<file path="src/rtl/pf_pkg.sv">
`default_nettype none

package pf_pkg;

  localparam int unsigned SqDim     = 5;
  localparam int unsigned CharW     = 8;
  localparam int unsigned RowW      = SqDim * CharW;
  localparam int unsigned PosW      = $clog2(SqDim);
  localparam int unsigned CfgIdxW   = 3;
  localparam int unsigned CfgDataW  = RowW;

  typedef logic [CharW-1:0]                    char_t;
  typedef logic [PosW-1:0]                     pos_t;
  typedef logic [SqDim-1:0][SqDim-1:0][CharW-1:0] key_sq_t;   // [row][col]
  typedef logic [SqDim-1:0][SqDim-1:0]         hit_map_t;     // [row][col]

  typedef enum logic {
    FuncEnc = 1'b0,
    FuncDec = 1'b1
  } func_e;

  typedef enum logic [CfgIdxW-1:0] {
    CfgKeyRow0 = 3'd0,
    CfgKeyRow1 = 3'd1,
    CfgKeyRow2 = 3'd2,
    CfgKeyRow3 = 3'd3,
    CfgKeyRow4 = 3'd4
  } cfg_reg_e;

  // Rows MONAR / CHYBD / EFGIK / LPQST / UVWXZ, row 0 in the low slot
  localparam logic [SqDim-1:0][RowW-1:0] KeyRowReset = {
    40'd388029175381,
    40'd362175090764,
    40'd323351955013,
    40'd293170923587,
    40'd353282969421
  };

  // Compare stage result
  typedef struct packed {
    func_e    func;
    hit_map_t hit_a;
    hit_map_t hit_b;
  } match_t;

  // Locate stage result
  typedef struct packed {
    func_e func;
    logic  found_a;
    pos_t  row_a;
    pos_t  col_a;
    logic  found_b;
    pos_t  row_b;
    pos_t  col_b;
  } loc_t;

  // Rule stage result: coordinates to read out
  typedef struct packed {
    logic not_found;
    pos_t row_a;
    pos_t col_a;
    pos_t row_b;
    pos_t col_b;
  } tgt_t;

  // Wrapping step of one position, forwards or backwards
  function automatic pos_t step_pos(pos_t p, func_e f);
    pos_t r;
    if (f == FuncDec) begin
      r = (p == '0) ? pos_t'(SqDim - 1) : pos_t'(p - pos_t'(1));
    end else begin
      r = (p == pos_t'(SqDim - 1)) ? '0 : pos_t'(p + pos_t'(1));
    end
    return r;
  endfunction

endpackage

`default_nettype wire

</file>
<file path="src/rtl/pf_in_if.sv">
`default_nettype none

interface pf_in_if;
  logic       valid;
  logic       ready;
  logic       func;
  logic [7:0] first_letter;
  logic [7:0] second_letter;

  modport source (output valid, func, first_letter, second_letter, input ready);
  modport sink   (input valid, func, first_letter, second_letter, output ready);
endinterface

`default_nettype wire

</file>
<file path="src/rtl/pf_out_if.sv">
`default_nettype none

interface pf_out_if;
  logic       valid;
  logic       ready;
  logic [7:0] out_first;
  logic [7:0] out_second;
  logic       not_found;

  modport source (output valid, out_first, out_second, not_found, input ready);
  modport sink   (input valid, out_first, out_second, not_found, output ready);
endinterface

`default_nettype wire

</file>
<file path="src/rtl/pf_match.sv">
`default_nettype none

module pf_match import pf_pkg::*; (
  input  wire logic    clk_i,
  input  wire logic    rst_ni,
  input  wire key_sq_t key_i,
  input  wire logic    valid_i,
  input  wire logic    func_i,
  input  wire char_t   first_i,
  input  wire char_t   second_i,
  output      logic    ready_o,
  output      logic    valid_o,
  output      match_t  data_o,
  input  wire logic    ready_i
);

  logic   valid_q;
  match_t data_d, data_q;

  always_comb begin
    data_d.func = func_e'(func_i);
    for (int r = 0; r < SqDim; r++) begin
      for (int c = 0; c < SqDim; c++) begin
        data_d.hit_a[r][c] = (key_i[r][c] == first_i);
        data_d.hit_b[r][c] = (key_i[r][c] == second_i);
      end
    end
  end

  assign ready_o = !valid_q || ready_i;

  always_ff @(posedge clk_i or negedge rst_ni) begin
    if (!rst_ni) begin
      valid_q <= 1'b0;
    end else if (ready_o) begin
      valid_q <= valid_i;
    end
  end

  always_ff @(posedge clk_i) begin
    if (ready_o && valid_i) begin
      data_q <= data_d;
    end
  end

  assign valid_o = valid_q;
  assign data_o  = data_q;

endmodule

`default_nettype wire

</file>
<file path="src/rtl/pf_locate.sv">
`default_nettype none

module pf_locate import pf_pkg::*; (
  input  wire logic   clk_i,
  input  wire logic   rst_ni,
  input  wire logic   valid_i,
  input  wire match_t data_i,
  output      logic   ready_o,
  output      logic   valid_o,
  output      loc_t   data_o,
  input  wire logic   ready_i
);

  logic valid_q;
  loc_t data_d, data_q;

  // First hit in row-major order wins: scan backwards so the lowest survives
  always_comb begin
    data_d.func    = data_i.func;
    data_d.found_a = |data_i.hit_a;
    data_d.found_b = |data_i.hit_b;
    data_d.row_a   = '0;
    data_d.col_a   = '0;
    data_d.row_b   = '0;
    data_d.col_b   = '0;
    for (int r = SqDim - 1; r >= 0; r--) begin
      for (int c = SqDim - 1; c >= 0; c--) begin
        if (data_i.hit_a[r][c]) begin
          data_d.row_a = pos_t'(r);
          data_d.col_a = pos_t'(c);
        end
        if (data_i.hit_b[r][c]) begin
          data_d.row_b = pos_t'(r);
          data_d.col_b = pos_t'(c);
        end
      end
    end
  end

  assign ready_o = !valid_q || ready_i;

  always_ff @(posedge clk_i or negedge rst_ni) begin
    if (!rst_ni) begin
      valid_q <= 1'b0;
    end else if (ready_o) begin
      valid_q <= valid_i;
    end
  end

  always_ff @(posedge clk_i) begin
    if (ready_o && valid_i) begin
      data_q <= data_d;
    end
  end

  assign valid_o = valid_q;
  assign data_o  = data_q;

endmodule

`default_nettype wire

</file>
<file path="src/rtl/pf_rule.sv">
`default_nettype none

module pf_rule import pf_pkg::*; (
  input  wire logic clk_i,
  input  wire logic rst_ni,
  input  wire logic valid_i,
  input  wire loc_t data_i,
  output      logic ready_o,
  output      logic valid_o,
  output      tgt_t data_o,
  input  wire logic ready_i
);

  logic valid_q;
  tgt_t data_d, data_q;

  always_comb begin
    data_d.not_found = !(data_i.found_a && data_i.found_b);
    priority if (data_i.row_a == data_i.row_b) begin
      // same row, equal letters included: step along the row
      data_d.row_a = data_i.row_a;
      data_d.row_b = data_i.row_b;
      data_d.col_a = step_pos(data_i.col_a, data_i.func);
      data_d.col_b = step_pos(data_i.col_b, data_i.func);
    end else if (data_i.col_a == data_i.col_b) begin
      data_d.row_a = step_pos(data_i.row_a, data_i.func);
      data_d.row_b = step_pos(data_i.row_b, data_i.func);
      data_d.col_a = data_i.col_a;
      data_d.col_b = data_i.col_b;
    end else begin
      // rectangle: swap the columns
      data_d.row_a = data_i.row_a;
      data_d.row_b = data_i.row_b;
      data_d.col_a = data_i.col_b;
      data_d.col_b = data_i.col_a;
    end
  end

  assign ready_o = !valid_q || ready_i;

  always_ff @(posedge clk_i or negedge rst_ni) begin
    if (!rst_ni) begin
      valid_q <= 1'b0;
    end else if (ready_o) begin
      valid_q <= valid_i;
    end
  end

  always_ff @(posedge clk_i) begin
    if (ready_o && valid_i) begin
      data_q <= data_d;
    end
  end

  assign valid_o = valid_q;
  assign data_o  = data_q;

endmodule

`default_nettype wire

</file>
<file path="src/rtl/pf_select.sv">
`default_nettype none

module pf_select import pf_pkg::*; (
  input  wire logic    clk_i,
  input  wire logic    rst_ni,
  input  wire key_sq_t key_i,
  input  wire logic    valid_i,
  input  wire tgt_t    data_i,
  output      logic    ready_o,
  output      logic    valid_o,
  output      char_t   out_first_o,
  output      char_t   out_second_o,
  output      logic    not_found_o,
  input  wire logic    ready_i
);

  logic  valid_q;
  char_t first_d, first_q;
  char_t second_d, second_q;
  logic  not_found_q;

  always_comb begin
    if (data_i.not_found) begin
      first_d  = '0;
      second_d = '0;
    end else begin
      first_d  = key_i[data_i.row_a][data_i.col_a];
      second_d = key_i[data_i.row_b][data_i.col_b];
    end
  end

  assign ready_o = !valid_q || ready_i;

  always_ff @(posedge clk_i or negedge rst_ni) begin
    if (!rst_ni) begin
      valid_q <= 1'b0;
    end else if (ready_o) begin
      valid_q <= valid_i;
    end
  end

  always_ff @(posedge clk_i) begin
    if (ready_o && valid_i) begin
      first_q     <= first_d;
      second_q    <= second_d;
      not_found_q <= data_i.not_found;
    end
  end

  assign valid_o      = valid_q;
  assign out_first_o  = first_q;
  assign out_second_o = second_q;
  assign not_found_o  = not_found_q;

endmodule

`default_nettype wire

</file>
<file path="src/rtl/playfair_digraph_cipher_core.sv">
// A letter pair passes through the compare, locate, rule and read-out stages in order.
// Throughput: one pair per cycle while the output channel is ready; each of these
// stages holds one transaction, and each stage advances when the one after it is free.
// Reset: all stage valid bits clear and the key square returns to
// MONAR / CHYBD / EFGIK / LPQST / UVWXZ.
`default_nettype none

module playfair_digraph_cipher_core import pf_pkg::*; (
  input  wire logic                clk_i,
  input  wire logic                rst_ni,
  pf_in_if.sink                    in_if,
  pf_out_if.source                 out_if,
  input  wire logic                cfg_we_i,
  input  wire logic [CfgIdxW-1:0]  cfg_idx_i,
  input  wire logic [CfgDataW-1:0] cfg_data_i
);

  logic [SqDim-1:0][RowW-1:0] key_q;
  key_sq_t                    key_sq;

  logic   m_valid, m_ready;
  match_t m_data;
  logic   l_valid, l_ready;
  loc_t   l_data;
  logic   r_valid, r_ready;
  tgt_t   r_data;

  always_ff @(posedge clk_i or negedge rst_ni) begin
    if (!rst_ni) begin
      key_q <= KeyRowReset;
    end else if (cfg_we_i) begin
      unique case (cfg_reg_e'(cfg_idx_i))
        CfgKeyRow0: key_q[0] <= cfg_data_i;
        CfgKeyRow1: key_q[1] <= cfg_data_i;
        CfgKeyRow2: key_q[2] <= cfg_data_i;
        CfgKeyRow3: key_q[3] <= cfg_data_i;
        CfgKeyRow4: key_q[4] <= cfg_data_i;
        default: ;  // drop writes beyond the last row
      endcase
    end
  end

  always_comb begin
    for (int r = 0; r < SqDim; r++) begin
      for (int c = 0; c < SqDim; c++) begin
        key_sq[r][c] = key_q[r][c*CharW +: CharW];
      end
    end
  end

  pf_match u_match (
    .clk_i    (clk_i),
    .rst_ni   (rst_ni),
    .key_i    (key_sq),
    .valid_i  (in_if.valid),
    .func_i   (in_if.func),
    .first_i  (in_if.first_letter),
    .second_i (in_if.second_letter),
    .ready_o  (in_if.ready),
    .valid_o  (m_valid),
    .data_o   (m_data),
    .ready_i  (m_ready)
  );

  pf_locate u_locate (
    .clk_i   (clk_i),
    .rst_ni  (rst_ni),
    .valid_i (m_valid),
    .data_i  (m_data),
    .ready_o (m_ready),
    .valid_o (l_valid),
    .data_o  (l_data),
    .ready_i (l_ready)
  );

  pf_rule u_rule (
    .clk_i   (clk_i),
    .rst_ni  (rst_ni),
    .valid_i (l_valid),
    .data_i  (l_data),
    .ready_o (l_ready),
    .valid_o (r_valid),
    .data_o  (r_data),
    .ready_i (r_ready)
  );

  pf_select u_select (
    .clk_i        (clk_i),
    .rst_ni       (rst_ni),
    .key_i        (key_sq),
    .valid_i      (r_valid),
    .data_i       (r_data),
    .ready_o      (r_ready),
    .valid_o      (out_if.valid),
    .out_first_o  (out_if.out_first),
    .out_second_o (out_if.out_second),
    .not_found_o  (out_if.not_found),
    .ready_i      (out_if.ready)
  );

endmodule

`default_nettype wire
</file>
<file path="src/flat_wrapper.sv">
// flat-port wrapper written by rule: the top's interface ports become plain ports
module playfair_digraph_cipher_core_flat import pf_pkg::*;
  (clk_i, rst_ni, cfg_we_i, cfg_idx_i, cfg_data_i, in_if_valid, in_if_func, in_if_first_letter, in_if_second_letter, in_if_ready, out_if_valid, out_if_out_first, out_if_out_second, out_if_not_found, out_if_ready);
  pf_in_if in_if_i ();
  pf_out_if out_if_i ();
  input  wire logic clk_i;
  input  wire logic rst_ni;
  input  wire logic cfg_we_i;
  input  wire logic [CfgIdxW-1:0] cfg_idx_i;
  input  wire logic [CfgDataW-1:0] cfg_data_i;
  input wire logic [$bits(in_if_i.valid)-1:0] in_if_valid;
  input wire logic [$bits(in_if_i.func)-1:0] in_if_func;
  input wire logic [$bits(in_if_i.first_letter)-1:0] in_if_first_letter;
  input wire logic [$bits(in_if_i.second_letter)-1:0] in_if_second_letter;
  output wire logic [$bits(in_if_i.ready)-1:0] in_if_ready;
  output wire logic [$bits(out_if_i.valid)-1:0] out_if_valid;
  output wire logic [$bits(out_if_i.out_first)-1:0] out_if_out_first;
  output wire logic [$bits(out_if_i.out_second)-1:0] out_if_out_second;
  output wire logic [$bits(out_if_i.not_found)-1:0] out_if_not_found;
  input wire logic [$bits(out_if_i.ready)-1:0] out_if_ready;
  assign in_if_i.valid = in_if_valid;
  assign in_if_i.func = in_if_func;
  assign in_if_i.first_letter = in_if_first_letter;
  assign in_if_i.second_letter = in_if_second_letter;
  assign in_if_ready = in_if_i.ready;
  assign out_if_valid = out_if_i.valid;
  assign out_if_out_first = out_if_i.out_first;
  assign out_if_out_second = out_if_i.out_second;
  assign out_if_not_found = out_if_i.not_found;
  assign out_if_i.ready = out_if_ready;
  playfair_digraph_cipher_core u_core (.clk_i(clk_i), .rst_ni(rst_ni), .in_if(in_if_i), .out_if(out_if_i), .cfg_we_i(cfg_we_i), .cfg_idx_i(cfg_idx_i), .cfg_data_i(cfg_data_i));
endmodule
</file>
<file path="config.mk">
export PLATFORM = sky130hd
export DESIGN_NAME = playfair_digraph_cipher_core_flat
export DESIGN_NICKNAME = d
export VERILOG_FILES = /design/src/rtl/pf_pkg.sv /design/src/rtl/pf_in_if.sv /design/src/rtl/pf_out_if.sv /design/src/rtl/pf_match.sv /design/src/rtl/pf_locate.sv /design/src/rtl/pf_rule.sv /design/src/rtl/pf_select.sv /design/src/rtl/playfair_digraph_cipher_core.sv /design/src/flat_wrapper.sv
export SDC_FILE = /design/constraint.sdc
export NUM_CORES = 1
export LEC_CHECK = 0
export BUFFER_PORTS_ARGS = -buffer_cell sky130_fd_sc_hd__buf_4
export CAP_MARGIN = 20
export CORE_MARGIN = 3
export CORE_UTILIZATION = 60
export CTS_BUF_LIST = sky130_fd_sc_hd__clkbuf_16
export DETAILED_ROUTE_END_ITERATION = 12
export PLACE_DENSITY = 0.82
export SYNTH_ARGS = -nofsm -noshare
export SYNTH_HDL_FRONTEND = slang
export SYNTH_SLANG_ARGS = --single-unit
</file>
<file path="constraint.sdc">
create_clock -name clk_i -period 3.75 [get_ports clk_i]
set_clock_uncertainty 0.2 [all_clocks]
set_input_delay 0.1875 -clock clk_i [delete_from_list [all_inputs] [get_ports clk_i]]
set_output_delay 0.1875 -clock clk_i [all_outputs]
set_load 0.02 [all_outputs]
</file>
==> qor.csv <==
stage,metric,value,unit
final_layout,layout-drive-gt1-share,29.8,%
floorplanning,die_h,187,um
cts,clk_pin_slew,60,ps
sta,fin_crit_sh,72.8,%
grt,grt_max_degree,106,
placed_design,dp_cells,2105,
floorplanning,die_area,35000,um^2
grt,grt_overflow,0,
critical_path,start_kind,flip-flop,
yosys,synthDominantCellAreaShare,17.8,%
cts,clock_latency,520,ps
yosys,synth-async-reset-ratio,68.0,%
routing,vias,15100,
job,drv_cap,0,
routing,drt-total-wl,68.0,mm
cts,clockRootBuffer,clkbuf_16,
sta,rsz0062_at_grt,false,
yosys,synth.ff_latch_count,300,
final_layout,area_delta_synth_final,12.1,%
routing,drc,0,
routing,wl_per_cell,30.7,um
final_layout,ff_latch_area,8090,um^2
yosys,ys_top_cells_by_count,"xnor2_1 (400), mux2_2 (226), dfrtp_1 (121)",
routing,ant_nets,0,
floorplanning,rows,65,
critical_path,r2r-end,u_core.u_select.out_first_o[7],
final_layout,fillers,2334,
critical_path,worst_setup_path_end_kind,flip-flop,
final_layout,multi_input_area,11000,um^2
sta,slew_headroom,27.9,%
floorplanning,start_util,61.5,%
yosys,synthMostInstantiatedCell,xnor2_1,
cts,cts_made_buffers,34,
sta,setup_viol,0,
critical_path,rr_worst_depth,4,
grt,antenna_found_initial,8,
power,peakVddDrop,472,uV
sta,hold_violations,0,
cts,cts_resized,0,
sta,max_freq,0.366,GHz
yosys,synth_cells,1676,
critical_path,r2r_slack,1020,ps
critical_path,cp_slowest_cell,edfxtp_1,
sta,finalCriticalPeriod,2730,ps
yosys,syn-num-nets,1757,
critical_path,critPathMaxFanout,18,
critical_path,critPathMaxStageDelay,1060,ps
critical_path,arrival,2770,ps
routing,dr.pass1.iters,5,
outcome,outcome,"complete, no violations",
critical_path,worstSetupPathType,flip-flop to flip-flop,
yosys,yosysWarnings,0,
placed_design,dp_hpwl,48.8,mm
sta,fin_ws,1020,ps
critical_path,r2r_start,u_core.u_rule.data_o[6],
grt,grt_pass1_wl,101,mm
cts,cts.sinks,300,
yosys,synthTopCellsByArea,"xnor2_1 (18%), dfrtp_1 (15%), edfxtp_1 (15%)",
yosys,synth_top_area_cell,xnor2_1,
yosys,synth_area,19700,um^2
cts,cts_tree,done,
yosys,ys_seq_area_share,41.1,%
sta,worst_pin_slew,1080,ps
yosys,syn_avg_cell_area,11.7,um^2
grt,grtUsageTotal,38.9,%
cts,clock_path_buffers,3,
floorplanning,die_x,187,um
floorplanning,core,32000,um^2
sta,final.setup.tns,0,ps
critical_path,cp_cell_sequence,"mux4_2, a22o_1, a21oi_1, o211ai_1",
power,total_leakage_power,7.95,nW
critical_path,crit_family,flip-flops,
routing,vias_per_cell,6.84,
sta,timing.hold.ws,87.0,ps
yosys,synth_edf_count,96,
final_layout,final_cell_count_no_fill,2214,
yosys,synth_cell_types,54,
critical_path,cp_num_buf_inv,0,
final_layout,final_area,22100,um^2
routing,drt-initial-drc-count,2161,
sta,slew_viol_final,0,
floorplanning,boundaryPins,84,
critical_path,cp.required,3790,ps
yosys,synth_ff_type,dfrtp_1,
worst_hold_path,hold_class,primary input to async pin,
grt,grt_pass1_vias,15100,
placed_design,placed_cell_area,20500,um^2
placed_design,globalplace.congestion,1.08,
placed_design,io_buffers,83,
power,power_density,564,nW/um^2
placed_design,pre_cts_ws,1100,ps
cts,cts_max_level,2,
final_layout,fin_nets,1833,
## timing repair
action                    4_1_cts  5_1_grt
hold endpoints to repair      267        0
buffers inserted                0        0
hold buffers                   45        0
## cells in the final DEF (no fill, tap or decap), types with 16 or more instances in the layout
| cell | n |
|---|---|
| xnor2_1 | 400 |
| mux2_2 | 226 |
| dfrtp_1 | 121 |
| nand4_1 | 103 |
| nor2_1 | 96 |
| buf_4 | 96 |
| edfxtp_1 | 96 |
| dfstp_2 | 83 |
| mux4_2 | 64 |
| inv_1 | 47 |
| mux2i_1 | 46 |
| dlygate4sd3_1 | 45 |
| clkbuf_16 | 37 |
| nand2_1 | 30 |
| nor3_1 | 27 |
| o22ai_1 | 25 |
| o21ai_0 | 20 |
| nand3_1 | 16 |
| ha_1 | 16 |
## stage by stage
| stage | power [mW] | util [%] |
|---|---|---|
| 2_1_floorplan | 7.75 | - |
| 5_1_grt | 12.9 | 69.0 |
| 6_report | 12.4 | 69.0 |
| 3_3_place_gp | 9.03 | 64.3 |
| 4_1_cts | 12.3 | 68.9 |
| 3_5_place_dp | 9.16 | 64.3 |
## cell type report
cell class / count / share of cell area (%)
inverters: 37 / 0.630
diodes: 2 / 0.0227
clock inverters: 24 / 0.499
flip-flops and latches: 300 / 36.7
repair buffers: 146 / 5.73
multi-input cells: 1233 / 49.8
clock buffers: 37 / 4.20
well taps: 435 / 2.47
## layer usage
metal	up-vias	routed length, um	GRT usage [%]	share of wire, %
met5	-	69	0	0.10
met4	6	3660	15.9	5.4
met3	241	7240	10.2	11
met2	974	31200	61.9	46
met1	7656	25900	51.0	38
li1	6256	-	-	-
## state kept, by name, indices dropped and copies added, names as in the netlist
signal	flops
u_core.key_q	200
u_core.u_match.data_o	51
u_core.u_locate.data_o	15
u_core.u_rule.data_o	13
u_core.u_select.out_first_o	8
u_core.u_select.out_second_o	8
u_core.u_locate.valid_o	1
u_core.u_match.valid_o	1
u_core.u_rule.valid_o	1
u_core.u_select.not_found_o	1
u_core.u_select.valid_o	1
## where the power goes
part / switching (mW) / internal, mW / leakage, nW
logic: 1.69 / 2.06 / 4.12
clock network: 1.36 / 1.78 / 0.551
registers: 1.36 / 4.19 / 3.28
## cells by family after synthesis
kind of cell               after synthesis  share of synthesized area (%)
and+or+nand+nor                        347                           9.48
adders and majority gates               16                           1.02
buffers and inverters                  143                           3.19
AOI/OAI and AO/OA                      126                           4.41
muxes                                  336                           22.6
xor gates and xnor gates               408                           18.2
DFF                                    300                           41.1
## how the worst max path moves through the flow
stage	start	endpoint	slack (ps)	cells after the start
6_report	u_core.u_rule.data_o[6]	u_core.u_select.out_first_o[7]	1020	4
5_1_grt	u_core.u_rule.data_o[6]	u_core.u_select.out_first_o[5]	880	5
4_1_cts	u_core.u_rule.data_o[6]	u_core.u_select.out_first_o[1]	1080	5
3_5_place_dp	u_core.u_rule.data_o[6]	u_core.u_select.out_first_o[1]	1100	5
3_3_place_gp	u_core.u_rule.data_o[6]	u_core.u_select.out_first_o[1]	1150	4
2_1_floorplan	u_core.u_select.valid_o	u_core.u_match.data_o[0]	1000	3
(Power assumes the default switching activity.)
